`src/rtl/core/bpq_pkg.sv`:
```
// Shared types and constants for the beacon period qualifier.
package bpq_pkg;

    localparam int unsigned TimeWidth    = 16;
    localparam int unsigned ExtWidth     = 32;
    localparam int unsigned RunWidth     = 8;
    localparam int unsigned CfgIdxWidth  = 2;
    localparam int unsigned CfgDataWidth = 32;

    localparam logic [ExtWidth-1:0] LowerBoundReset  = 32'd3425;
    localparam logic [ExtWidth-1:0] UpperBoundReset  = 32'd3470;
    localparam logic [RunWidth-1:0] RequiredRunReset = 8'd2;
    localparam logic [RunWidth-1:0] RunMax           = 8'd255;

    typedef enum logic [1:0] {
        OP_CAPTURE  = 2'd0,
        OP_ROLLOVER = 2'd1,
        OP_ARM      = 2'd2
    } op_t;

    typedef enum logic [CfgIdxWidth-1:0] {
        CFG_LOWER_BOUND  = 2'd0,
        CFG_UPPER_BOUND  = 2'd1,
        CFG_REQUIRED_RUN = 2'd2
    } cfg_idx_t;

endpackage

```
`src/rtl/core/beacon_period_qualifier.sv`:
```
// Beacon period qualifier: extends capture timestamps and tests edge periods.
//
// Input channel (s_valid/s_ready) takes one item per handshake: a capture
// timestamp, a timer rollover tick or an arm command. Every accepted item
// yields exactly one result item on the m_valid/m_ready channel carrying the
// latest period, whether a pending rollover was consumed, the run count,
// the found flag and the armed state after the item.
//
// The item is registered on acceptance and its result is registered when it
// advances into the result register, which waits while a result is stalled.
// Throughput is one item per cycle unless the receiver stalls: the extend,
// subtract, window compare and run update sit in one stage between the registers.
//
// When the receiver stalls, the result register holds, the input register
// fills behind it and s_ready drops; nothing is lost or repeated.
// Configuration writes (cfg_we, cfg_index, cfg_wdata) take effect at once
// and are meant to be issued only while no item is in flight.
// Reset (aresetn low, synchronous) empties both registers, clears the
// rollover count, previous time, period, run and armed state, and restores
// the window bounds and required run to their defaults.
module beacon_period_qualifier
    import bpq_pkg::*;
(
    input  logic                    aclk,
    input  logic                    aresetn,

    input  logic                    cfg_we,
    input  logic [CfgIdxWidth-1:0]  cfg_index,
    input  logic [CfgDataWidth-1:0] cfg_wdata,

    input  logic                    s_valid,
    output logic                    s_ready,
    input  logic [1:0]              s_op,
    input  logic [TimeWidth-1:0]    s_capture_time,
    input  logic                    s_rollover_pending,
    input  logic                    s_last_in_burst,

    output logic                    m_valid,
    input  logic                    m_ready,
    output logic [ExtWidth-1:0]     m_period,
    output logic                    m_rollover_taken,
    output logic [RunWidth-1:0]     m_run_count,
    output logic                    m_found,
    output logic                    m_armed_now
);

    // configuration
    logic [ExtWidth-1:0]  lower_bound_reg;
    logic [ExtWidth-1:0]  upper_bound_reg;
    logic [RunWidth-1:0]  required_run_reg;

    // block state
    logic [TimeWidth-1:0] rollover_count_reg, rollover_count_next;
    logic [ExtWidth-1:0]  previous_time_reg, previous_time_next;
    logic [ExtWidth-1:0]  last_period_reg, last_period_next;
    logic [RunWidth-1:0]  valid_run_reg, valid_run_next;
    logic                 armed_reg, armed_next;

    // input register
    logic                 in_valid_reg;
    logic [1:0]           in_op_reg;
    logic [TimeWidth-1:0] in_time_reg;
    logic                 in_pend_reg;
    logic                 in_last_reg;

    // result register
    logic                 out_valid_reg;
    logic [ExtWidth-1:0]  out_period_reg;
    logic                 out_taken_reg;
    logic [RunWidth-1:0]  out_run_reg;
    logic                 out_found_reg;
    logic                 out_armed_reg;

    logic                 advance;
    logic                 taken;
    logic                 found;
    logic [TimeWidth-1:0] roll_used;
    logic [ExtWidth-1:0]  ext_time;
    logic [ExtWidth-1:0]  period_calc;
    logic                 in_window;
    logic [RunWidth-1:0]  run_tested;

    assign advance = in_valid_reg && (!out_valid_reg || m_ready);
    assign s_ready = !in_valid_reg || advance;

    always_ff @(posedge aclk) begin
        if (!aresetn) begin
            lower_bound_reg  <= LowerBoundReset;
            upper_bound_reg  <= UpperBoundReset;
            required_run_reg <= RequiredRunReset;
        end else if (cfg_we) begin
            unique case (cfg_index)
                CFG_LOWER_BOUND:  lower_bound_reg  <= cfg_wdata;
                CFG_UPPER_BOUND:  upper_bound_reg  <= cfg_wdata;
                CFG_REQUIRED_RUN: required_run_reg <= cfg_wdata[RunWidth-1:0];
                default: ;
            endcase
        end
    end

    always_comb begin
        rollover_count_next = rollover_count_reg;
        previous_time_next  = previous_time_reg;
        last_period_next    = last_period_reg;
        valid_run_next      = valid_run_reg;
        armed_next          = armed_reg;
        taken               = 1'b0;
        found               = 1'b0;
        roll_used           = rollover_count_reg;
        run_tested          = valid_run_reg;

        // consume a pending rollover only for timestamps in the low half
        if (in_pend_reg && !in_time_reg[TimeWidth-1]) begin
            roll_used = TimeWidth'(rollover_count_reg + 1'b1);
        end
        ext_time    = {roll_used, in_time_reg};
        period_calc = ext_time - previous_time_reg;
        in_window   = (lower_bound_reg < period_calc) && (period_calc < upper_bound_reg);

        unique case (in_op_reg)
            OP_ROLLOVER: begin
                rollover_count_next = TimeWidth'(rollover_count_reg + 1'b1);
            end
            OP_ARM: begin
                armed_next = 1'b1;
            end
            OP_CAPTURE: begin
                taken               = in_pend_reg && !in_time_reg[TimeWidth-1];
                rollover_count_next = roll_used;
                previous_time_next  = ext_time;
                last_period_next    = period_calc;
                if (in_last_reg && armed_reg) begin
                    if (!in_window) begin
                        run_tested = '0;
                    end else if (valid_run_reg != RunMax) begin
                        run_tested = RunWidth'(valid_run_reg + 1'b1);
                    end
                    valid_run_next = run_tested;
                    if (run_tested >= required_run_reg) begin
                        valid_run_next = '0;
                        armed_next     = 1'b0;
                        found          = 1'b1;
                    end
                end
            end
            default: ;  // unused code: no state change
        endcase
    end

    always_ff @(posedge aclk) begin
        if (!aresetn) begin
            rollover_count_reg <= '0;
            previous_time_reg  <= '0;
            last_period_reg    <= '0;
            valid_run_reg      <= '0;
            armed_reg          <= 1'b0;
        end else if (advance) begin
            rollover_count_reg <= rollover_count_next;
            previous_time_reg  <= previous_time_next;
            last_period_reg    <= last_period_next;
            valid_run_reg      <= valid_run_next;
            armed_reg          <= armed_next;
        end
    end

    always_ff @(posedge aclk) begin
        if (!aresetn) begin
            in_valid_reg <= 1'b0;
        end else if (s_valid && s_ready) begin
            in_valid_reg <= 1'b1;
        end else if (advance) begin
            in_valid_reg <= 1'b0;
        end
    end

    always_ff @(posedge aclk) begin
        if (s_valid && s_ready) begin
            in_op_reg   <= s_op;
            in_time_reg <= s_capture_time;
            in_pend_reg <= s_rollover_pending;
            in_last_reg <= s_last_in_burst;
        end
    end

    always_ff @(posedge aclk) begin
        if (!aresetn) begin
            out_valid_reg <= 1'b0;
        end else if (advance) begin
            out_valid_reg <= 1'b1;
        end else if (m_ready) begin
            out_valid_reg <= 1'b0;
        end
    end

    always_ff @(posedge aclk) begin
        if (advance) begin
            out_period_reg <= last_period_next;
            out_taken_reg  <= taken;
            out_run_reg    <= valid_run_next;
            out_found_reg  <= found;
            out_armed_reg  <= armed_next;
        end
    end

    assign m_valid          = out_valid_reg;
    assign m_period         = out_period_reg;
    assign m_rollover_taken = out_taken_reg;
    assign m_run_count      = out_run_reg;
    assign m_found          = out_found_reg;
    assign m_armed_now      = out_armed_reg;

endmodule

```
`config.mk`:
```
export PLATFORM = sky130hd
export DESIGN_NAME = beacon_period_qualifier
export DESIGN_NICKNAME = d
export VERILOG_FILES = /design/src/rtl/core/bpq_pkg.sv /design/src/rtl/core/beacon_period_qualifier.sv
export SDC_FILE = /design/constraint.sdc
export NUM_CORES = 1
export LEC_CHECK = 0
export BUFFER_PORTS_ARGS = -buffer_cell sky130_fd_sc_hd__clkbuf_2
export CORE_UTILIZATION = 45
export CTS_CLUSTER_DIAMETER = 30
export CTS_CLUSTER_SIZE = 40
export DETAILED_ROUTE_END_ITERATION = 12
export GPL_TIMING_DRIVEN = 0
export PLACE_DENSITY = 0.63
export SKIP_CTS_REPAIR_TIMING = 1
export SLEW_MARGIN = 20
export SYNTH_ARGS = -nofsm -noshare
export SYNTH_HDL_FRONTEND = slang
export SYNTH_SLANG_ARGS = --single-unit
```
`constraint.sdc`:
```
create_clock -name aclk -period 6.6 [get_ports aclk]
set_input_delay 0 -clock aclk [delete_from_list [all_inputs] [get_ports aclk]]
set_output_delay 0 -clock aclk [all_outputs]
set_load 0.01 [all_outputs]
```
**Word-level counts from Yosys, hierarchy flattened**

Index checks and enable logic that the tools add are counted.

- Register bits after elaboration: 226
- Output and inout port bits: 45
- Word-level logic and storage cells: 69

- $add $sub $neg: 3
- Magnitude comparators: 3
- Equal/unequal tests: 5
- Muxes and demuxes: 18
- Reduce and logical (&&, ||, !) cells: 21

Operators with widths:

| cell | count |
|---|---|
| 32-bit < comparator | 2 |
| 8-bit 2-to-1 mux | 7 |
| 32-bit 2-to-1 mux | 1 |
| 16-bit one-hot mux with 2 select lines | 1 |
| 32-bit subtractor | 1 |
| 16-bit by 1-bit adder with 16-bit output (second input constant) | 1 |
| 16-bit 2-to-1 mux | 1 |
| 2-bit AND reduction | 6 |
| 8-bit by 1-bit adder with 8-bit output (second input constant) | 1 |
| 8-bit greater-or-equal comparator | 1 |
| 8-bit != test (second input constant) | 1 |
| 1-bit 2-to-1 mux | 7 |
| 2-bit nonzero test | 3 |
| 1-bit logical AND | 5 |
| 2-bit by 1-bit == test with 1-bit output (second input constant) | 2 |
| 2-bit == test (second input constant) | 2 |
| 2-bit zero test | 2 |
| 1-bit zero test | 3 |
| 1-bit logical OR | 2 |
| 1-bit one-hot mux with 2 select lines | 1 |

**Depth between registers and ports, before layout**

Gate-level depths: netlist of run 1.

- Depth after elaboration: 13
- Depth in mapped cells: 39
- Depth with buffers taken out: 36

**Worst setup path after synthesis of run 1**

No wires, ideal clock.

- Path kind: register to register
- Start: register in_time_reg[15]
- End: register out_run_reg[6], in the netlist m_run_count[6] (data pin)
- Arrival: 7098 ps
- Required time: 6454 ps
- Path slack: -644 ps
- Cell stages (with the launch flop): 39
- Path through: edfxtp_1 -> nor2b_1 -> clkbuf_1 -> nand2_1 -> xnor2_1 -> ha_1 -> nand4_1 -> nor2_1 -> a22oi_1 -> o41a_1 -> nand2_1 -> a21o_1 -> a21oi_1 -> xor2_1 -> inv_1 -> ha_1 -> a21oi_1 -> nor2_1 -> [3 not listed] -> maj3_1 -> o311ai_1 -> nand3_2 -> buf_6 -> o21bai_1 -> ha_1 -> nand2b_1 -> a21o_1 -> a21o_1 -> a21o_1 -> a21o_1 -> a21o_1 -> a21o_1 -> a21oi_1 -> and4_2 -> buf_4 -> o21ai_0 -> a21oi_1

- Longest elaborated chain between the ends: 13
- Elaborated cells on any way between the ends: 14
- Classes of those cells: add/sub: 1; order compare: 3; mux: 7; reduce/logical: 3

RTL lines:

| item | line | source |
|---|---|---|
| start: declaration | beacon_period_qualifier.sv:62 | `logic [TimeWidth-1:0] in_time_reg;` |
| start signal: assignment | beacon_period_qualifier.sv:179 | `in_time_reg <= s_capture_time;` |
| 1-bit zero test (*) | beacon_period_qualifier.sv:113 | `if (in_pend_reg && !in_time_reg[TimeWidth-1]) begin` |
| 1-bit logical AND (*) | beacon_period_qualifier.sv:113 |  |
| 16-bit 2-to-1 mux (*) | beacon_period_qualifier.sv:113 |  |
| named net roll_used[3] | beacon_period_qualifier.sv:77 | `logic [TimeWidth-1:0] roll_used;` |
| 32-bit subtractor (*) | beacon_period_qualifier.sv:117 | `period_calc = ext_time - previous_time_reg;` |
| 32-bit < comparator | beacon_period_qualifier.sv:118 | `in_window = (lower_bound_reg < period_calc) && (period_calc < upper_bound_reg);` |
| 1-bit logical AND (*) | beacon_period_qualifier.sv:118 |  |
| 8-bit 2-to-1 mux (*) | beacon_period_qualifier.sv:133 | `if (!in_window) begin` |
| 8-bit 2-to-1 mux (*) | beacon_period_qualifier.sv:132 | `if (in_last_reg && armed_reg) begin` |
| 8-bit 2-to-1 mux (*) | beacon_period_qualifier.sv:120 | `unique case (in_op_reg)` |
| 8-bit greater-or-equal comparator | beacon_period_qualifier.sv:139 | `if (run_tested >= required_run_reg) begin` |
| 8-bit 2-to-1 mux (*) | beacon_period_qualifier.sv:139 |  |
| 8-bit 2-to-1 mux (*) | beacon_period_qualifier.sv:132 |  |
| 8-bit 2-to-1 mux (*) | beacon_period_qualifier.sv:120 |  |
| named net valid_run_next[6] | beacon_period_qualifier.sv:56 | `logic [RunWidth-1:0] valid_run_reg, valid_run_next;` |
| end signal: assignment | beacon_period_qualifier.sv:199 | `out_run_reg <= valid_run_next;` |
| end: declaration | beacon_period_qualifier.sv:70 | `logic [RunWidth-1:0] out_run_reg;` |

Mark *: on every way through the listed nets, which the timed path passes. The rest lies on a longest branch. The select of a mux whose other input is x is not followed.
A chain may end at the register's enable or synchronous reset.

**Final worst setup path of run 1**

- Start: register in_pend_reg
- End: register out_run_reg[2], in the netlist m_run_count[2] (data pin)

- Longest elaborated chain between the ends: 12
- Elaborated cells on any way between the ends: 13
- Classes of those cells: add/sub: 1; order compare: 3; mux: 7; reduce/logical: 2

RTL lines:

| item | line | source |
|---|---|---|
| start: declaration | beacon_period_qualifier.sv:63 | `logic in_pend_reg;` |
| start signal: assignment | beacon_period_qualifier.sv:180 | `in_pend_reg <= s_rollover_pending;` |
| 1-bit logical AND (*) | beacon_period_qualifier.sv:113 |  |
| 16-bit 2-to-1 mux (*) | beacon_period_qualifier.sv:113 |  |
| named net roll_used[3] | beacon_period_qualifier.sv:77 |  |
| 32-bit subtractor (*) | beacon_period_qualifier.sv:117 |  |
| 32-bit < comparator | beacon_period_qualifier.sv:118 |  |
| 1-bit logical AND (*) | beacon_period_qualifier.sv:118 |  |
| 8-bit 2-to-1 mux (*) | beacon_period_qualifier.sv:133 |  |
| 8-bit 2-to-1 mux (*) | beacon_period_qualifier.sv:132 |  |
| 8-bit 2-to-1 mux (*) | beacon_period_qualifier.sv:120 |  |
| 8-bit greater-or-equal comparator | beacon_period_qualifier.sv:139 |  |
| 8-bit 2-to-1 mux (*) | beacon_period_qualifier.sv:139 |  |
| 8-bit 2-to-1 mux (*) | beacon_period_qualifier.sv:132 |  |
| 8-bit 2-to-1 mux (*) | beacon_period_qualifier.sv:120 |  |
| named net valid_run_next[2] | beacon_period_qualifier.sv:56 |  |

Marks and branches as above.

==> metrics.csv, run 1 <==
metric;value;unit
vias;11000;
setup.worst_path.class;register to register;
grt_pass1_wl;51.7;mm
p_per_area;293;mW/mm²
dp_hpwl;25.0;mm
synth.top_cells.by_area;dfxtp_1 (27%), edfxtp_1 (16%), ha_1 (9.8%), nand2_1 (9.1%), a21oi_1 (6.6%);
ir_drop;0.235;mV
synth_top_cells_by_count;nand2_1 (293), dfxtp_1 (163), a21oi_1 (160);
yosys_warnings;0;
fmax;0.137;GHz
start_util;0.463;
cts_tree;done;
cp.required;7000;ps
critPathSlowestCell;edfxtp_1;
synth_area_per_cell;8.41;µm²
clock_path_buffers;3;
p_leak;6.70;nW
violations;DRC, setup timing;
grt_antenna_before_repair;0;
drcViolationCount;10;
ant_nets;0;
path_clk_slew;50;ps
vias_per_cell;5.32;
hold_slack;103;ps
tightest_slew;719;ps
hold_viol;0;
fin_nets;1842;
relSlewSlack;0.514;
end_kind;register;
setup_viol;19;
skew;12.6;ps
syn-instance-count;1442;
place_congestion;0.911;
arrival;7690;ps
synth-edff-count;63;
syn_to_final_growth;33.0;%
cp_slowest_stage_delay;380;ps
diodes;0;
rrSetupSlack;-680;ps
synth_most_common_cell;nand2_1;
fin_ws;-684;ps
die_area;0.0276;mm²
post-route-period-util;1.10;
syn_area;0.0121;mm²
overflow;0;
path_common_cell;a21o_1;
synthFlopType;dfxtp_1;
ys_async_sr_fraction;0;
cts_made_buffers;52;
routedWlPerCell;16.6;µm
synth_nets;1597;
first_pass_iters;9;
synth_top_area_cell;dfxtp_1;
outcome;complete, but fails checks;
first_global_vias;9875;
grt_setup_unrepaired;true;
synth-seq-area-share;0.425;
fin_util;0.615;
dpl_cell_area;0.0132;mm²
port_buffers;103;
start_kind;register;
cts.sinks;226;
grt.total_usage;0.236;
slew_violations;0;
synth_top_cell_area_share;0.269;
critPathMaxFanout;8;
wirelength;34.2;mm
cap_violations;0;
insertion_delay;540;ps
grt_max_degree;53;
yosys_register_bits;226;
yosysUniqueCellTypes;73;
boundaryPins;104;
die_x;166;µm
row_count;59;
htreeDepth;2;
ctsRootBufferMaster;clkbuf_16;
drive_gt1_frac;0.180;
fin_crit;7280;ps
hold_path.class;input port to register;
coreArea;0.0262;mm²
design_area;0.0161;mm²
dieHeight;166;µm
drtIter0Drc;629;
[worst max-delay path, delay by kind of cell, from the launching register on]
kind | cells | cell delay, ps
simple gates | 9 | 1300
flops | 1 | 380
fa+ha+maj | 4 | 1030
xor+xnor | 2 | 410
buf+inv | 4 | 520
compound gates | 19 | 3490
[area by class of cell]
class	instances	area (µm²)
plain buffers	62	263
fillers	2263	10100
flip-flops and latches	226	5170
inverters	112	420
multi-input cells	1039	6820
repair buffers	194	1370
well taps	335	419
clock buffers	70	1420
clock inverters	26	243
[through the flow]
| step | cells | TNS [ps] | power, mW | worst slack (ps) |
|---|---|---|---|---|
| 2_1_floorplan | 1442 | 0 | 1.98 | 8.61 |
| 3_3_place_gp | 1880 | -20600 | 2.18 | -1270 |
| 3_5_place_dp | 1881 | -21710 | 2.19 | -1330 |
| 4_1_cts | 1977 | -23240 | 4.61 | -1420 |
| 5_1_grt | 2064 | -17100 | 4.91 | -1010 |
| 6_report | 2064 | -10370 | 4.72 | -684 |
[cell usage in the layout, fill, tap and decap left out, types with 5 or more instances in the layout]
master and n:
a21oi_2 10, nor3_1 13, nand4_1 13, dlygate4sd3_1 59, nor2b_1 7, nand2b_1 10
nand2_1 287, xnor2_1 24, o21ai_0 50, edfxtp_1 63, nand2_4 5, a211oi_1 23
clkbuf_1 70, clkinv_1 6, nor2_1 101, clkbuf_2 103, nor4_1 5, clkbuf_16 54
mux2i_1 12, xor2_1 21, ha_1 86, clkinv_2 8, dfxtp_1 159, o21ai_1 13
ha_4 9, a21oi_1 149, inv_1 109, o21bai_1 7, a21o_1 29, o211ai_1 12
nand3_1 29, and3_1 12, buf_4 30
[worst paths after layout]
path                                                         start                                 end  cells past startpoint
worst min-delay path                                        cfg_we    upper_bound_reg[31]$_SDFFE_PN0P_                      4
worst min register to register  previous_time_reg[14]$_SDFFE_PN0P_  previous_time_reg[14]$_SDFFE_PN0P_                      2
worst max register to register               in_pend_reg$_DFFE_PP_            m_run_count[2]$_DFFE_PP_                     38
worst max-delay path                         in_pend_reg$_DFFE_PP_            m_run_count[2]$_DFFE_PP_                     38
[logic make-up after synthesis]
logic type,count (synthesis),share of synthesized area
and+or+nand+nor,521,0.185
DFF,226,0.425
xor gates and xnor gates,59,0.0449
adders and majority gates,98,0.101
buffers and inverters,177,0.0557
AOI/OAI and AO/OA,345,0.174
muxes,16,0.0136
[layer usage]
layer / GRT usage / vias to the layer above / share of wire
li1: - / 5471 / -
met1: 0.311 / 5140 / 0.45
met2: 0.394 / 289 / 0.47
met3: 0.0379 / 80 / 0.053
met4: 0.0796 / 0 / 0.030
met5: 0 / - / 0
[report_power, final]
group          internal [mW]  switching (mW)  leakage, nW  total [mW]
Sequential              1.49          0.0236         1.93        1.51
Combinational          0.333           0.460         3.97       0.793
Clock                   1.62           0.797        0.805        2.41
Total                   3.44            1.28         6.70        4.72
(Power assumes the default switching activity.)
==> run 2: changes to the inputs <==
TNS_END_PERCENT = 10   (was unset)
==> run 2 against run 1 <==
  * The run still ends with DRC, setup timing left
  * Die area stayed put
  * Sequential share of layout area is 0.082 points higher
  * Combinational power hardly changed
  * Cell count stayed put
  * First-iteration DRC count is 1.7% lower
  * Core utilization is 0.16 points lower
  * Worst setup slack better by 50 ps
  * Global-route usage stayed put
  * Via count is 0.48% lower
  * Critical path type unchanged
  * Highest routed layer unchanged
==> metrics.csv, run 2 (synthesis gave the netlist of run 1 again) <==
metric;value;unit
outcome;complete, but fails checks;
violations;DRC, setup timing;
wirelength;34.1;mm
p_per_area;293;mW/mm²
fin_nets;1842;
clock_path_buffers;3;
arrival;7630;ps
post-route-period-util;1.10;
start_util;0.463;
setup.worst_path.class;register to register;
grt.total_usage;0.236;
grt_setup_unrepaired;true;
routedWlPerCell;16.5;µm
htreeDepth;2;
cts_tree;done;
p_leak;6.70;nW
cts_made_buffers;52;
min_path_cells;4;
final_cell_mix;nand2_1 (287), dfxtp_1 (159), a21oi_1 (151), inv_1 (109), clkbuf_2 (103);
cp_slowest_stage_delay;380;ps
setup_viol;19;
hold_path.class;input port to register;
path_clk_slew;50;ps
tightest_slew;719;ps
drcViolationCount;9;
vias_per_cell;5.29;
fillers;2275;
drtIter0Drc;618;
vias;10900;
place_congestion;0.911;
grt_pass1_wl;51.7;mm
grt_antenna_before_repair;0;
hold_viol;0;
overflow;0;
die_x;166;µm
ir_drop;0.235;mV
cts.sinks;226;
timing.critical_path.max_delay_family;compound AO/OA/AOI/OAI gates;
dpl_cell_area;0.0132;mm²
coreArea;0.0262;mm²
grt_max_degree;53;
ant_nets;0;
diodes;0;
worstSetupPathDepth;38;
slew_violations;0;
dieHeight;166;µm
skew;16.1;ps
relSlewSlack;0.514;
critPathMaxFanout;8;
cap_violations;0;
path_common_cell;a21o_1;
syn_to_final_growth;32.7;%
die_area;0.0276;mm²
ctsRootBufferMaster;clkbuf_16;
dp_hpwl;25.0;mm
first_global_vias;9875;
fin_setup_tns;-9870;ps
start_kind;register;
r2r_cells;38;
design_area;0.0161;mm²
row_count;59;
boundaryPins;104;
fmax;0.138;GHz
drive_gt1_frac;0.178;
port_buffers;103;
final_common_cell;nand2_1;
cp_num_buf_inv;4;
fin_crit;7230;ps
cp.required;6990;ps
critPathSlowestCell;edfxtp_1;
first_pass_iters;9;
fin_ws;-635;ps
end_kind;register;
insertion_delay;550;ps
run 2: cell counts in the layout (fill, tap and decap cells not counted):
No cell type changed its count.
run 2: layout make-up:
| cell class | instances | area, µm² | area share |
|---|---|---|---|
| well taps | 335 | 419 | 0.0261 |
| repair buffers | 194 | 1370 | 0.0853 |
| plain buffers | 62 | 263 | 0.0163 |
| clock inverters | 26 | 243 | 0.0151 |
| multi-input cells | 1039 | 6780 | 0.422 |
| inverters | 112 | 420 | 0.0261 |
| clock buffers | 70 | 1420 | 0.0883 |
| flip-flops and latches | 226 | 5170 | 0.321 |
run 2: worst paths after layout:
check	from	to	slack (ps)
setup / recovery	in_pend_reg$_DFFE_PP_	m_run_count[1]$_DFFE_PP_	-630
hold / removal	cfg_we	upper_bound_reg[31]$_SDFFE_PN0P_	110
setup reg to reg	in_pend_reg$_DFFE_PP_	m_run_count[1]$_DFFE_PP_	-630
hold reg to reg	previous_time_reg[14]$_SDFFE_PN0P_	previous_time_reg[14]$_SDFFE_PN0P_	450
run 2: worst register-to-register path, delay by kind of cell (launching register included):
family / cells / cell delay [ps]
AO/OA/AOI/OAI: 19 / 3440
XOR/XNOR: 2 / 400
adder cells (fa/ha/maj): 4 / 1030
buffers and inverters: 4 / 520
flip-flops: 1 / 380
AND/OR/NAND/NOR: 9 / 1300
run 2: routing by layer:
layer,track usage,part of all wire,vias up
met5,0,0,-
met4,0.0796,0.030,0
met3,0.0379,0.052,80
met2,0.394,0.47,256
met1,0.311,0.45,5119
li1,-,-,5472
run 2: metrics by stage:
stage                     worst slack (ps)  power [mW]  hold slack, ps   util  instances
after floorplan                       8.61        1.98            98.9      -       1442
after global placement               -1270        2.18             178  0.502       1880
after detailed placement             -1330        2.19             179  0.502       1881
after CTS                            -1420        4.61            -384  0.566       1977
after global routing                  -969        4.91             111  0.614       2064
final                                 -635        4.71             106  0.614       2064
run 2: report_power, final:
part / switching, mW / leakage [nW] / internal, mW / total (mW)
combinational: 0.456 / 3.97 / 0.333 / 0.790
sequential: 0.0235 / 1.93 / 1.49 / 1.51
clock: 0.796 / 0.805 / 1.62 / 2.41
